[config.mk]
export PLATFORM = sky130hd
export DESIGN_NAME = dust_low_pulse_occupancy_meter
export DESIGN_NICKNAME = d
export VERILOG_FILES = /design/src/rtl/dlpom_pkg.sv /design/src/rtl/dlpom_queue.sv /design/src/rtl/dlpom_front.sv /design/src/rtl/dlpom_back.sv /design/src/rtl/dust_low_pulse_occupancy_meter.sv
export SDC_FILE = /design/constraint.sdc
export NUM_CORES = 2
export LEC_CHECK = 0
export BUFFER_PORTS_ARGS = -buffer_cell sky130_fd_sc_hd__buf_2
export CAP_MARGIN = 40
export CORE_MARGIN = 2
export CORE_UTILIZATION = 51
export CTS_CLUSTER_SIZE = 24
export DETAILED_ROUTE_END_ITERATION = 6
export GPL_ROUTABILITY_DRIVEN = 1
export HOLD_SLACK_MARGIN = 0.12
export PLACE_DENSITY = 0.67
export SLEW_MARGIN = 20
export SYNTH_ARGS = -nofsm -noshare
export SYNTH_HDL_FRONTEND = slang
export SYNTH_SLANG_ARGS = --single-unit
[constraint.sdc]
create_clock -name i_clk -period 8.6 [get_ports i_clk]
set_input_delay 1.72 -clock i_clk [delete_from_list [all_inputs] [get_ports i_clk]]
set_output_delay 1.72 -clock i_clk [all_outputs]
set_load 0.05 [all_outputs]
[src/rtl/dlpom_pkg.sv]
// ----------------------------------------------------------------------------
// dlpom_pkg
// Shared widths, constants, register indexes and types of the low-pulse
// occupancy meter.
// ----------------------------------------------------------------------------
package dlpom_pkg;

    localparam int CNT_W  = 16;
    localparam int DIV_W  = 10;
    localparam int RAT_W  = 8;
    localparam int CONC_W = 31;
    localparam int CLS_W  = 3;
    localparam int IDX_W  = 2;

    localparam int Q_DEPTH = 2;
    localparam int Q_AW    = $clog2(Q_DEPTH);

    localparam logic [IDX_W-1:0] CFG_WINDOW = 2'd0;
    localparam logic [IDX_W-1:0] CFG_SAMPLE = 2'd1;

    localparam logic [CNT_W-1:0] WINDOW_RESET = 16'd31000;
    localparam logic [CNT_W-1:0] SAMPLE_RESET = 16'd30000;
    localparam logic [CNT_W-1:0] CNT_MAX      = 16'hFFFF;

    // x / 100 for any 16-bit x equals (x * 83887) >> 23.
    localparam logic [16:0] DIV_RECIP = 17'd83887;
    localparam int          DIV_SHIFT = 23;

    localparam logic [6:0]  POLY_C3 = 7'd110;
    localparam logic [8:0]  POLY_C2 = 9'd380;
    localparam logic [15:0] POLY_C1 = 16'd52000;
    localparam logic [5:0]  POLY_C0 = 6'd62;

    localparam logic [CONC_W-1:0] TH_GOOD   = 31'd100000;
    localparam logic [CONC_W-1:0] TH_ACCEPT = 31'd1000000;
    localparam logic [CONC_W-1:0] TH_HEAVY  = 31'd2000000;
    localparam logic [CONC_W-1:0] TH_HAZARD = 31'd5000000;

    localparam logic [CLS_W-1:0] CLS_CLEAN  = 3'd0;
    localparam logic [CLS_W-1:0] CLS_GOOD   = 3'd1;
    localparam logic [CLS_W-1:0] CLS_ACCEPT = 3'd2;
    localparam logic [CLS_W-1:0] CLS_HEAVY  = 3'd3;
    localparam logic [CLS_W-1:0] CLS_HAZARD = 3'd4;

    typedef struct packed {
        logic full;
        logic empty;
    } t_q_status;

endpackage

[src/rtl/dlpom_queue.sv]
// ----------------------------------------------------------------------------
// dlpom_queue
// Short queue of closed-window totals between the front and back parts.
// ----------------------------------------------------------------------------
module dlpom_queue
    import dlpom_pkg::*;
(
    input  logic             i_clk,
    input  logic             i_rst_n,
    input  logic             i_push,
    input  logic [CNT_W-1:0] i_push_data,
    input  logic             i_pop,
    output logic [CNT_W-1:0] o_head,
    output t_q_status        o_status
);

    logic [CNT_W-1:0] r_mem [Q_DEPTH];
    logic [Q_AW-1:0]  r_wr_ptr;
    logic [Q_AW-1:0]  r_rd_ptr;
    logic [Q_AW:0]    r_count;

    always_ff @(posedge i_clk) begin
        if (!i_rst_n) begin
            r_wr_ptr <= '0;
            r_rd_ptr <= '0;
            r_count  <= '0;
        end else begin
            if (i_push) begin
                r_wr_ptr <= r_wr_ptr + 1'b1;
            end
            if (i_pop) begin
                r_rd_ptr <= r_rd_ptr + 1'b1;
            end
            if (i_push && !i_pop) begin
                r_count <= r_count + 1'b1;
            end else if (!i_push && i_pop) begin
                r_count <= r_count - 1'b1;
            end
        end
    end

    always_ff @(posedge i_clk) begin
        if (i_push) begin
            r_mem[r_wr_ptr] <= i_push_data;
        end
    end

    assign o_head         = r_mem[r_rd_ptr];
    assign o_status.full  = (r_count == (Q_AW+1)'(Q_DEPTH));
    assign o_status.empty = (r_count == '0);

    a_no_overflow: assert property (@(posedge i_clk) disable iff (!i_rst_n)
        i_push |-> !o_status.full || i_pop)
        else $error("Transaction pushed into a full queue.");

    a_no_underflow: assert property (@(posedge i_clk) disable iff (!i_rst_n)
        i_pop |-> !o_status.empty)
        else $error("Pop from an empty queue.");

    a_count_range: assert property (@(posedge i_clk) disable iff (!i_rst_n)
        r_count <= (Q_AW+1)'(Q_DEPTH))
        else $error("Queue count exceeds its depth.");

endmodule

[src/rtl/dlpom_front.sv]
// ----------------------------------------------------------------------------
// dlpom_front
// Accepts tick transactions, tracks low pulses and the window, and pushes
// the window total into the queue when the window closes.
// ----------------------------------------------------------------------------
module dlpom_front
    import dlpom_pkg::*;
(
    input  logic             i_clk,
    input  logic             i_rst_n,
    input  logic             i_valid,
    input  logic             i_sensor_low,
    input  logic [CNT_W-1:0] i_window_ticks,
    input  t_q_status        i_q_status,
    output logic             o_stall,
    output logic             o_push,
    output logic [CNT_W-1:0] o_push_data
);

    logic             r_prev_low;
    logic             r_in_pulse;
    logic [CNT_W-1:0] r_open;
    logic [CNT_W-1:0] r_total;
    logic [CNT_W-1:0] r_tick;

    logic             n_in_pulse;
    logic [CNT_W-1:0] n_open;
    logic [CNT_W-1:0] n_total;
    logic [CNT_W:0]   tick_inc;
    logic [CNT_W:0]   total_sum;
    logic             accept;
    logic             close;

    assign accept    = i_valid && !i_q_status.full;
    assign tick_inc  = {1'b0, r_tick} + 1'b1;
    assign close     = (tick_inc > {1'b0, i_window_ticks});
    assign total_sum = {1'b0, r_total} + {1'b0, r_open};

    always_comb begin
        n_in_pulse = r_in_pulse;
        n_open     = r_open;
        n_total    = r_total;
        if (i_sensor_low && !r_prev_low) begin
            n_in_pulse = 1'b1;
            n_open     = CNT_W'(1);
        end else if (i_sensor_low && r_in_pulse) begin
            n_open = (r_open == CNT_MAX) ? CNT_MAX : r_open + 1'b1;
        end else if (!i_sensor_low && r_prev_low && r_in_pulse) begin
            n_total    = total_sum[CNT_W] ? CNT_MAX : total_sum[CNT_W-1:0];
            n_in_pulse = 1'b0;
            n_open     = '0;
        end
    end

    always_ff @(posedge i_clk) begin
        if (!i_rst_n) begin
            r_prev_low <= 1'b0;
            r_in_pulse <= 1'b0;
            r_open     <= '0;
            r_total    <= '0;
            r_tick     <= '0;
        end else if (accept) begin
            r_prev_low <= i_sensor_low;
            if (close) begin
                r_in_pulse <= 1'b0;
                r_open     <= '0;
                r_total    <= '0;
                r_tick     <= '0;
            end else begin
                r_in_pulse <= n_in_pulse;
                r_open     <= n_open;
                r_total    <= n_total;
                r_tick     <= tick_inc[CNT_W-1:0];
            end
        end
    end

    assign o_stall     = i_q_status.full;
    assign o_push      = accept && close;
    assign o_push_data = n_total;

endmodule

[src/rtl/dlpom_back.sv]
// ----------------------------------------------------------------------------
// dlpom_back
// Turns a window total into ratio, concentration, air class and lamps,
// using a serial divider and a short multiply sequence, and holds the
// result in the output register.
// ----------------------------------------------------------------------------
module dlpom_back
    import dlpom_pkg::*;
(
    input  logic              i_clk,
    input  logic              i_rst_n,
    input  logic [CNT_W-1:0]  i_sample_time_ms,
    input  t_q_status         i_q_status,
    input  logic [CNT_W-1:0]  i_q_head,
    output logic              o_pop,
    input  logic              i_stall,
    output logic              o_valid,
    output logic [CNT_W-1:0]  o_low_total_ms,
    output logic [RAT_W-1:0]  o_occupancy_ratio,
    output logic [CONC_W-1:0] o_concentration_centi,
    output logic [CLS_W-1:0]  o_air_class,
    output logic              o_lamp_green,
    output logic              o_lamp_orange,
    output logic              o_lamp_red
);

    typedef enum logic [2:0] {
        S_IDLE,
        S_SCALE,
        S_DIVIDE,
        S_SQUARE,
        S_CUBE,
        S_POLY,
        S_CLASS
    } t_state;

    t_state              r_state;
    logic [CNT_W-1:0]    r_total;
    logic [DIV_W-1:0]    r_div;
    logic [DIV_W-1:0]    r_rem;
    logic [CNT_W-1:0]    r_quo;
    logic [3:0]          r_step;
    logic [RAT_W-1:0]    r_ratio;
    logic [15:0]         r_r2;
    logic [23:0]         r_r3;
    logic [23:0]         r_lin;
    logic [CONC_W-1:0]   r_conc;

    logic                r_out_valid;
    logic [CNT_W-1:0]    r_out_total;
    logic [RAT_W-1:0]    r_out_ratio;
    logic [CONC_W-1:0]   r_out_conc;
    logic [CLS_W-1:0]    r_out_class;

    logic [32:0]         scale_prod;
    logic [DIV_W-1:0]    scale_div;
    logic [DIV_W:0]      rem_sh;
    logic                rem_ge;
    logic [31:0]         poly_sum;
    logic [CLS_W-1:0]    cls;
    logic                out_free;

    assign scale_prod = 33'(i_sample_time_ms) * 33'(DIV_RECIP);
    assign scale_div  = scale_prod[DIV_SHIFT +: DIV_W];
    assign rem_sh     = {r_rem, r_quo[CNT_W-1]};
    assign rem_ge     = (rem_sh >= {1'b0, r_div});
    assign poly_sum   = 32'(r_r3) * 32'(POLY_C3) + 32'(r_lin) - 32'(r_r2) * 32'(POLY_C2);
    assign out_free   = !r_out_valid || !i_stall;
    assign o_pop      = (r_state == S_IDLE) && !i_q_status.empty;

    always_comb begin
        if (r_conc < TH_GOOD) begin
            cls = CLS_CLEAN;
        end else if (r_conc < TH_ACCEPT) begin
            cls = CLS_GOOD;
        end else if (r_conc < TH_HEAVY) begin
            cls = CLS_ACCEPT;
        end else if (r_conc < TH_HAZARD) begin
            cls = CLS_HEAVY;
        end else begin
            cls = CLS_HAZARD;
        end
    end

    always_ff @(posedge i_clk) begin
        if (!i_rst_n) begin
            r_state     <= S_IDLE;
            r_out_valid <= 1'b0;
        end else begin
            if (r_state == S_CLASS && out_free) begin
                r_out_valid <= 1'b1;
            end else if (r_out_valid && !i_stall) begin
                r_out_valid <= 1'b0;
            end
            unique case (r_state)
                S_IDLE: begin
                    if (!i_q_status.empty) begin
                        r_total <= i_q_head;
                        r_state <= S_SCALE;
                    end
                end
                S_SCALE: begin
                    r_div   <= (scale_div == '0) ? DIV_W'(1) : scale_div;
                    r_rem   <= '0;
                    r_quo   <= r_total;
                    r_step  <= '0;
                    r_state <= S_DIVIDE;
                end
                S_DIVIDE: begin
                    if (rem_ge) begin
                        r_rem <= DIV_W'(rem_sh - {1'b0, r_div});
                    end else begin
                        r_rem <= rem_sh[DIV_W-1:0];
                    end
                    r_quo  <= {r_quo[CNT_W-2:0], rem_ge};
                    r_step <= r_step + 1'b1;
                    if (r_step == 4'd15) begin
                        r_state <= S_SQUARE;
                    end
                end
                S_SQUARE: begin
                    r_ratio <= (r_quo[CNT_W-1:RAT_W] != '0) ? '1 : r_quo[RAT_W-1:0];
                    r_state <= S_CUBE;
                end
                S_CUBE: begin
                    r_r2    <= 16'(r_ratio) * 16'(r_ratio);
                    r_lin   <= 24'(r_ratio) * 24'(POLY_C1) + 24'(POLY_C0);
                    r_state <= S_POLY;
                end
                S_POLY: begin
                    if (r_step == 4'd0) begin
                        r_r3    <= 24'(r_r2) * 24'(r_ratio);
                        r_step  <= 4'd1;
                    end else begin
                        r_conc  <= poly_sum[CONC_W-1:0];
                        r_state <= S_CLASS;
                    end
                end
                S_CLASS: begin
                    if (out_free) begin
                        r_out_total <= r_total;
                        r_out_ratio <= r_ratio;
                        r_out_conc  <= r_conc;
                        r_out_class <= cls;
                        r_state     <= S_IDLE;
                    end
                end
                default: begin
                    r_state <= S_IDLE;
                end
            endcase
        end
    end

    assign o_valid               = r_out_valid;
    assign o_low_total_ms        = r_out_total;
    assign o_occupancy_ratio     = r_out_ratio;
    assign o_concentration_centi = r_out_conc;
    assign o_air_class           = r_out_class;
    assign o_lamp_green          = (r_out_class == CLS_CLEAN) || (r_out_class == CLS_GOOD);
    assign o_lamp_orange         = (r_out_class == CLS_GOOD) || (r_out_class == CLS_ACCEPT)
                                   || (r_out_class == CLS_HEAVY);
    assign o_lamp_red            = (r_out_class == CLS_HEAVY) || (r_out_class == CLS_HAZARD);

    a_div_nonzero: assert property (@(posedge i_clk) disable iff (!i_rst_n)
        (r_state == S_DIVIDE) |-> (r_div != '0))
        else $error("Divider started with a zero divisor.");

    a_class_range: assert property (@(posedge i_clk) disable iff (!i_rst_n)
        o_valid |-> (o_air_class <= CLS_HAZARD))
        else $error("Air class out of range.");

    a_no_overwrite: assert property (@(posedge i_clk) disable iff (!i_rst_n)
        (o_valid && i_stall) |=> (o_valid && $stable(o_concentration_centi)))
        else $error("Stalled result transaction was overwritten.");

endmodule

[src/rtl/dust_low_pulse_occupancy_meter.sv]
// ----------------------------------------------------------------------------
// dust_low_pulse_occupancy_meter
// Low-pulse occupancy meter for a particulate sensor with a ratio, a cubic
// concentration curve, an air class and three lamp bits per window.
//
// Input channel: one transaction per millisecond tick carrying the sampled
// sensor level (i_valid / o_stall). The front part takes one tick per cycle
// while the two-entry result queue has room.
// Output channel: one transaction per closed window (o_valid / i_stall),
// held in an output register until taken.
// From the closing tick, the result passes the 16-step bit-serial divider plus
// scaling, squaring, cubing, polynomial and class steps before o_valid. The back
// part takes the next window only when idle, so windows that close faster than
// it finishes them fill the queue and then raise o_stall.
// When the receiver stalls, the result register holds; the back part waits,
// then the queue fills, then the input stalls.
// Reset clears the window, pulse and queue state and loads window_ticks
// with 31000 and sample_time_ms with 30000. Configuration writes take
// effect at once and are meant for an idle block.
// ----------------------------------------------------------------------------
module dust_low_pulse_occupancy_meter
    import dlpom_pkg::*;
(
    input  logic              i_clk,
    input  logic              i_rst_n,
    input  logic              i_cfg_we,
    input  logic [IDX_W-1:0]  i_cfg_idx,
    input  logic [CNT_W-1:0]  i_cfg_data,
    input  logic              i_valid,
    output logic              o_stall,
    input  logic              i_sensor_low,
    output logic              o_valid,
    input  logic              i_stall,
    output logic [CNT_W-1:0]  o_low_total_ms,
    output logic [RAT_W-1:0]  o_occupancy_ratio,
    output logic [CONC_W-1:0] o_concentration_centi,
    output logic [CLS_W-1:0]  o_air_class,
    output logic              o_lamp_green,
    output logic              o_lamp_orange,
    output logic              o_lamp_red
);

    logic [CNT_W-1:0] r_window_ticks;
    logic [CNT_W-1:0] r_sample_time_ms;

    t_q_status        q_status;
    logic             q_push;
    logic             q_pop;
    logic [CNT_W-1:0] q_push_data;
    logic [CNT_W-1:0] q_head;

    always_ff @(posedge i_clk) begin
        if (!i_rst_n) begin
            r_window_ticks   <= WINDOW_RESET;
            r_sample_time_ms <= SAMPLE_RESET;
        end else if (i_cfg_we) begin
            unique case (i_cfg_idx)
                CFG_WINDOW: r_window_ticks   <= i_cfg_data;
                CFG_SAMPLE: r_sample_time_ms <= i_cfg_data;
                default: begin
                end
            endcase
        end
    end

    dlpom_front u_front (
        .i_clk          (i_clk),
        .i_rst_n        (i_rst_n),
        .i_valid        (i_valid),
        .i_sensor_low   (i_sensor_low),
        .i_window_ticks (r_window_ticks),
        .i_q_status     (q_status),
        .o_stall        (o_stall),
        .o_push         (q_push),
        .o_push_data    (q_push_data)
    );

    dlpom_queue u_queue (
        .i_clk       (i_clk),
        .i_rst_n     (i_rst_n),
        .i_push      (q_push),
        .i_push_data (q_push_data),
        .i_pop       (q_pop),
        .o_head      (q_head),
        .o_status    (q_status)
    );

    dlpom_back u_back (
        .i_clk                 (i_clk),
        .i_rst_n               (i_rst_n),
        .i_sample_time_ms      (r_sample_time_ms),
        .i_q_status            (q_status),
        .i_q_head              (q_head),
        .o_pop                 (q_pop),
        .i_stall               (i_stall),
        .o_valid               (o_valid),
        .o_low_total_ms        (o_low_total_ms),
        .o_occupancy_ratio     (o_occupancy_ratio),
        .o_concentration_centi (o_concentration_centi),
        .o_air_class           (o_air_class),
        .o_lamp_green          (o_lamp_green),
        .o_lamp_orange         (o_lamp_orange),
        .o_lamp_red            (o_lamp_red)
    );

endmodule
==> key figures <==
Power
  • VDD IR max: 0.210 mV
  • LEAKAGE: 17.0 nW
  • PD cells: 208 nW/um^2
  • Tot Pwr: 7.52 mW

Global routing
  • Total track usage: 22.2%
  • First-pass GRT wire length: 120000 um
  • Largest net degree at the start of global routing: 65
  • Total congestion overflow: 0
  • Number of global-route vias before repair: 23504
  • Antenna violations before repair: 1

STA
  • Max Clock Skew: 15.9 ps
  • Worst relative slew slack: 45.5%
  • Setup_tns: 0 ps
  • Tcrit/Tclk final: 85.2%
  • Worst hold margin: 419 ps
  • RSZ-0062 raised after global routing: false
  • Final setup viols: 0
  • Max Clk Rate: 136 MHz
  • PnR worst setup slack: 1270 ps
  • Tmin final: 7330 ps
  • Slew @ Worst Pin: 798 ps
  • Final hold violation count: 0
  • Max-slew violation count: 0

Yosys
  • Post-synthesis cell area: 33300 sq um
  • Top cell type by total area after synthesis: edfxtp_1
  • Seq cells post-synth: 331
  • Post-Syn Nets: 4201
  • Synth unique cells: 85
  • Post-synth ARST share: 0%
  • Seq/Total Area, Yosys: 27.1%
  • Synth warn: 0
  • Cell count after synthesis: 3382
  • Mean Syn Cell Area: 9.85 sq um
  • Post-synth EDFFs: 241
  • Primary FF master, synth: edfxtp_1
  • Synth area leaders: edfxtp_1 22%, fa_1 21%, ha_1 17%, inv_1 7.3%, dfxtp_1 5.4%
  • Top cell type's share of synthesized area: 21.7%

CTS
  • TritonCTS Sinks: 331
  • Clock Latency Late Sink: 570 ps
  • CTS buffer count: 39
  • Cts-stage hold buffer count: 0
  • CTS tree: yes
  • Clk slew on worst S/H paths: 60 ps
  • Clock buffer depth: 3
  • Root buffer cell: clkbuf_16
  • Number of cells upsized or downsized after cts: 0
  • H-tree depth: 2
  • Postcts setup bufs: 0

Place
  • # port buffers: 85
  • Dpl ws: 1290 ps
  • Routability Congestion: 0.903
  • DP HPWL: 59000 um

Setup path
  • Slowest cell on the critical path: edfxtp_1
  • Setup crit end kind: flip-flop
  • Crit path cell chain: fa_1, fa_1, inv_1, fa_1, fa_1, inv_1, ha_1, a21oi_1, o21ai_1, o31ai_1, o211a_1, o21bai_1, a21oi_1, xnor2_1, fa_1, inv_1, ha_1, and3_1, nand3_1, a211oi_1, o211ai_1, o2111a_1, o31ai_1, xnor3_1
  • Worst reg-to-reg path cell count: 24
  • CP Data Required Time: 8920 ps
  • Flop2flop setup slack: 1270 ps
  • Crit. Startpoint: u_back.r_r2[5]$_DFFE_PP_
  • Critical-path maximum fanout: 14
  • CP arrival: 7650 ps
  • FF-to-FF End: u_back.r_conc[30]$_DFFE_PP_
  • CP max stage delay: 720 ps
  • Startpoint types: flip-flop
  • Setup crit end: u_back.r_conc[30]$_DFFE_PP_
  • Most used cell, CP: fa_1
  • RR Startpoint: u_back.r_r2[5]$_DFFE_PP_
  • CP Class: reg -> reg

Min path
  • Hold Crit Class: reg -> reg

Outcome
  • Status: finished, final reports clean

Detailed routing
  • Routed WL per cell: 16.8 um
  • DRT iter0 DRCs: 1290
  • DR vias/cell: 5.34
  • Antenna-violating nets left: 0
  • Via count: 23270
  • WL final: 73200 um
  • Router iterations before antenna repair: 7
  • Post-route DRC: 0

Layout
  • Utilization of the core after routing: 56.0%
  • Synthesis-to-layout area growth: 8.46%
  • Share of cells above drive strength 1: 7.03%
  • # nets final: 4288
  • Leading cell types in the layout, fill and taps excluded: 648 x inv_1, 446 x ha_1, 349 x fa_1
  • Number of fillers in the final layout: 5707
  • Antenna diode count: 0
  • Commonest non-fill, non-tap cell in the layout: inv_1

Run
  • Max-cap violations: 0

Floorplanning
  • Core area: 64600 sq um
  • Initial core utilization: 51.6%
  • Die W: 260 um
  • Die Height: 260 um
  • Row cnt: 93
  • DIE AREA: 67400 sq um
  • Ports: 87
[per-stage QoR]
step	area (sq um)	instances
final	36100	4355
after global routing	36100	4355
after CTS	36100	4354
after detailed placement	34900	4282
after global placement	34800	4274
after floorplan	33300	3382
[flip-flops by register name, indices dropped and copies added (netlist names), 2 cells and up]
| register | count |
|---|---|
| r_sample_time_ms | 16 |
| r_window_ticks | 16 |
| u_back.o_air_class | 3 |
| u_back.o_concentration_centi | 30 |
| u_back.o_low_total_ms | 16 |
| u_back.o_occupancy_ratio | 8 |
| u_back.r_conc | 30 |
| u_back.r_div | 10 |
| u_back.r_lin | 19 |
| u_back.r_quo | 16 |
| u_back.r_r2 | 15 |
| u_back.r_r3 | 24 |
| u_back.r_ratio | 8 |
| u_back.r_rem | 10 |
| u_back.r_state | 3 |
| u_back.r_step | 4 |
| u_back.r_total | 16 |
| u_front.r_open | 16 |
| u_front.r_tick | 16 |
| u_front.r_total | 16 |
| u_queue.r_count | 2 |
| u_queue.r_mem | 32 |
[critical path: cells and delay by family, from the launching register on]
kind                       cells  cell delay, ps
buffers and inverters          3             130
xor gates and xnor gates       2             470
and+or+nand+nor                2             310
AOI/OAI and AO/OA             10            2240
DFF                            1             720
adders and majority gates      7            3190
[power by group]
| part | total (mW) | internal [mW] | switching, mW |
|---|---|---|---|
| registers | 2.03 | 1.95 | 0.0810 |
| clock network | 1.64 | 0.945 | 0.699 |
| logic | 3.85 | 1.67 | 2.18 |
| total | 7.52 | 4.56 | 2.96 |
[synth_stat cells, drive strengths merged, types with 21 or more instances]
cell / instances
or2: 21
nand3: 79
o21ai: 88
xor2: 54
and2: 37
nand4: 22
inv: 649
a31oi: 30
dfxtp: 90
clkbuf: 57
o21a: 26
nor3: 53
and3: 29
ha: 446
edfxtp: 241
fa: 349
a21o: 53
nand2: 292
a21oi: 177
xnor2: 114
nor2: 183
[logic make-up after synthesis]
family / after synthesis / synth area share (%)
AO/OA/AOI/OAI: 536 / 10.6
XOR/XNOR: 169 / 4.48
adder cells (fa/ha/maj): 795 / 37.7
buffers and inverters: 718 / 8.11
flip-flops: 331 / 27.1
multiplexers: 19 / 0.634
other: 1 / 0.0113
AND/OR/NAND/NOR: 813 / 11.4
[layout make-up]
cell class | count | area (sq um) | share of cell area [%]
multi-input cells | 2333 | 21600 | 59.9
well taps | 855 | 1070 | 2.96
repair buffers | 114 | 694 | 1.92
clock inverters | 25 | 250 | 0.692
inverters | 650 | 2440 | 6.75
clock buffers | 47 | 1020 | 2.81
flip-flops and latches | 331 | 9040 | 25.0
[per-layer routing]
layer	GRT usage (%)	routed length [um]	vias to the layer above
met3	3.49	3470	98
met1	30.3	33500	11244
met2	37.3	34600	469
li1	-	-	11457
met5	0	13	-
met4	5.35	1520	2
[worst min-delay path by stage]
stage	depth (start not counted)	startpoint	slack (ps)	endpoint
2_1_floorplan	0	u_back.r_conc[1]$_DFFE_PP_	400	u_back.o_concentration_centi[1]$_DFFE_PP_
3_3_place_gp	0	u_back.r_conc[3]$_DFFE_PP_	410	u_back.o_concentration_centi[3]$_DFFE_PP_
3_5_place_dp	0	u_back.r_conc[4]$_DFFE_PP_	410	u_back.o_concentration_centi[4]$_DFFE_PP_
4_1_cts	0	u_back.r_conc[4]$_DFFE_PP_	420	u_back.o_concentration_centi[4]$_DFFE_PP_
5_1_grt	0	u_back.r_conc[1]$_DFFE_PP_	440	u_back.o_concentration_centi[1]$_DFFE_PP_
6_report	0	u_back.r_conc[4]$_DFFE_PP_	420	u_back.o_concentration_centi[4]$_DFFE_PP_
No activity file was read; power rests on OpenSTA's default activity.
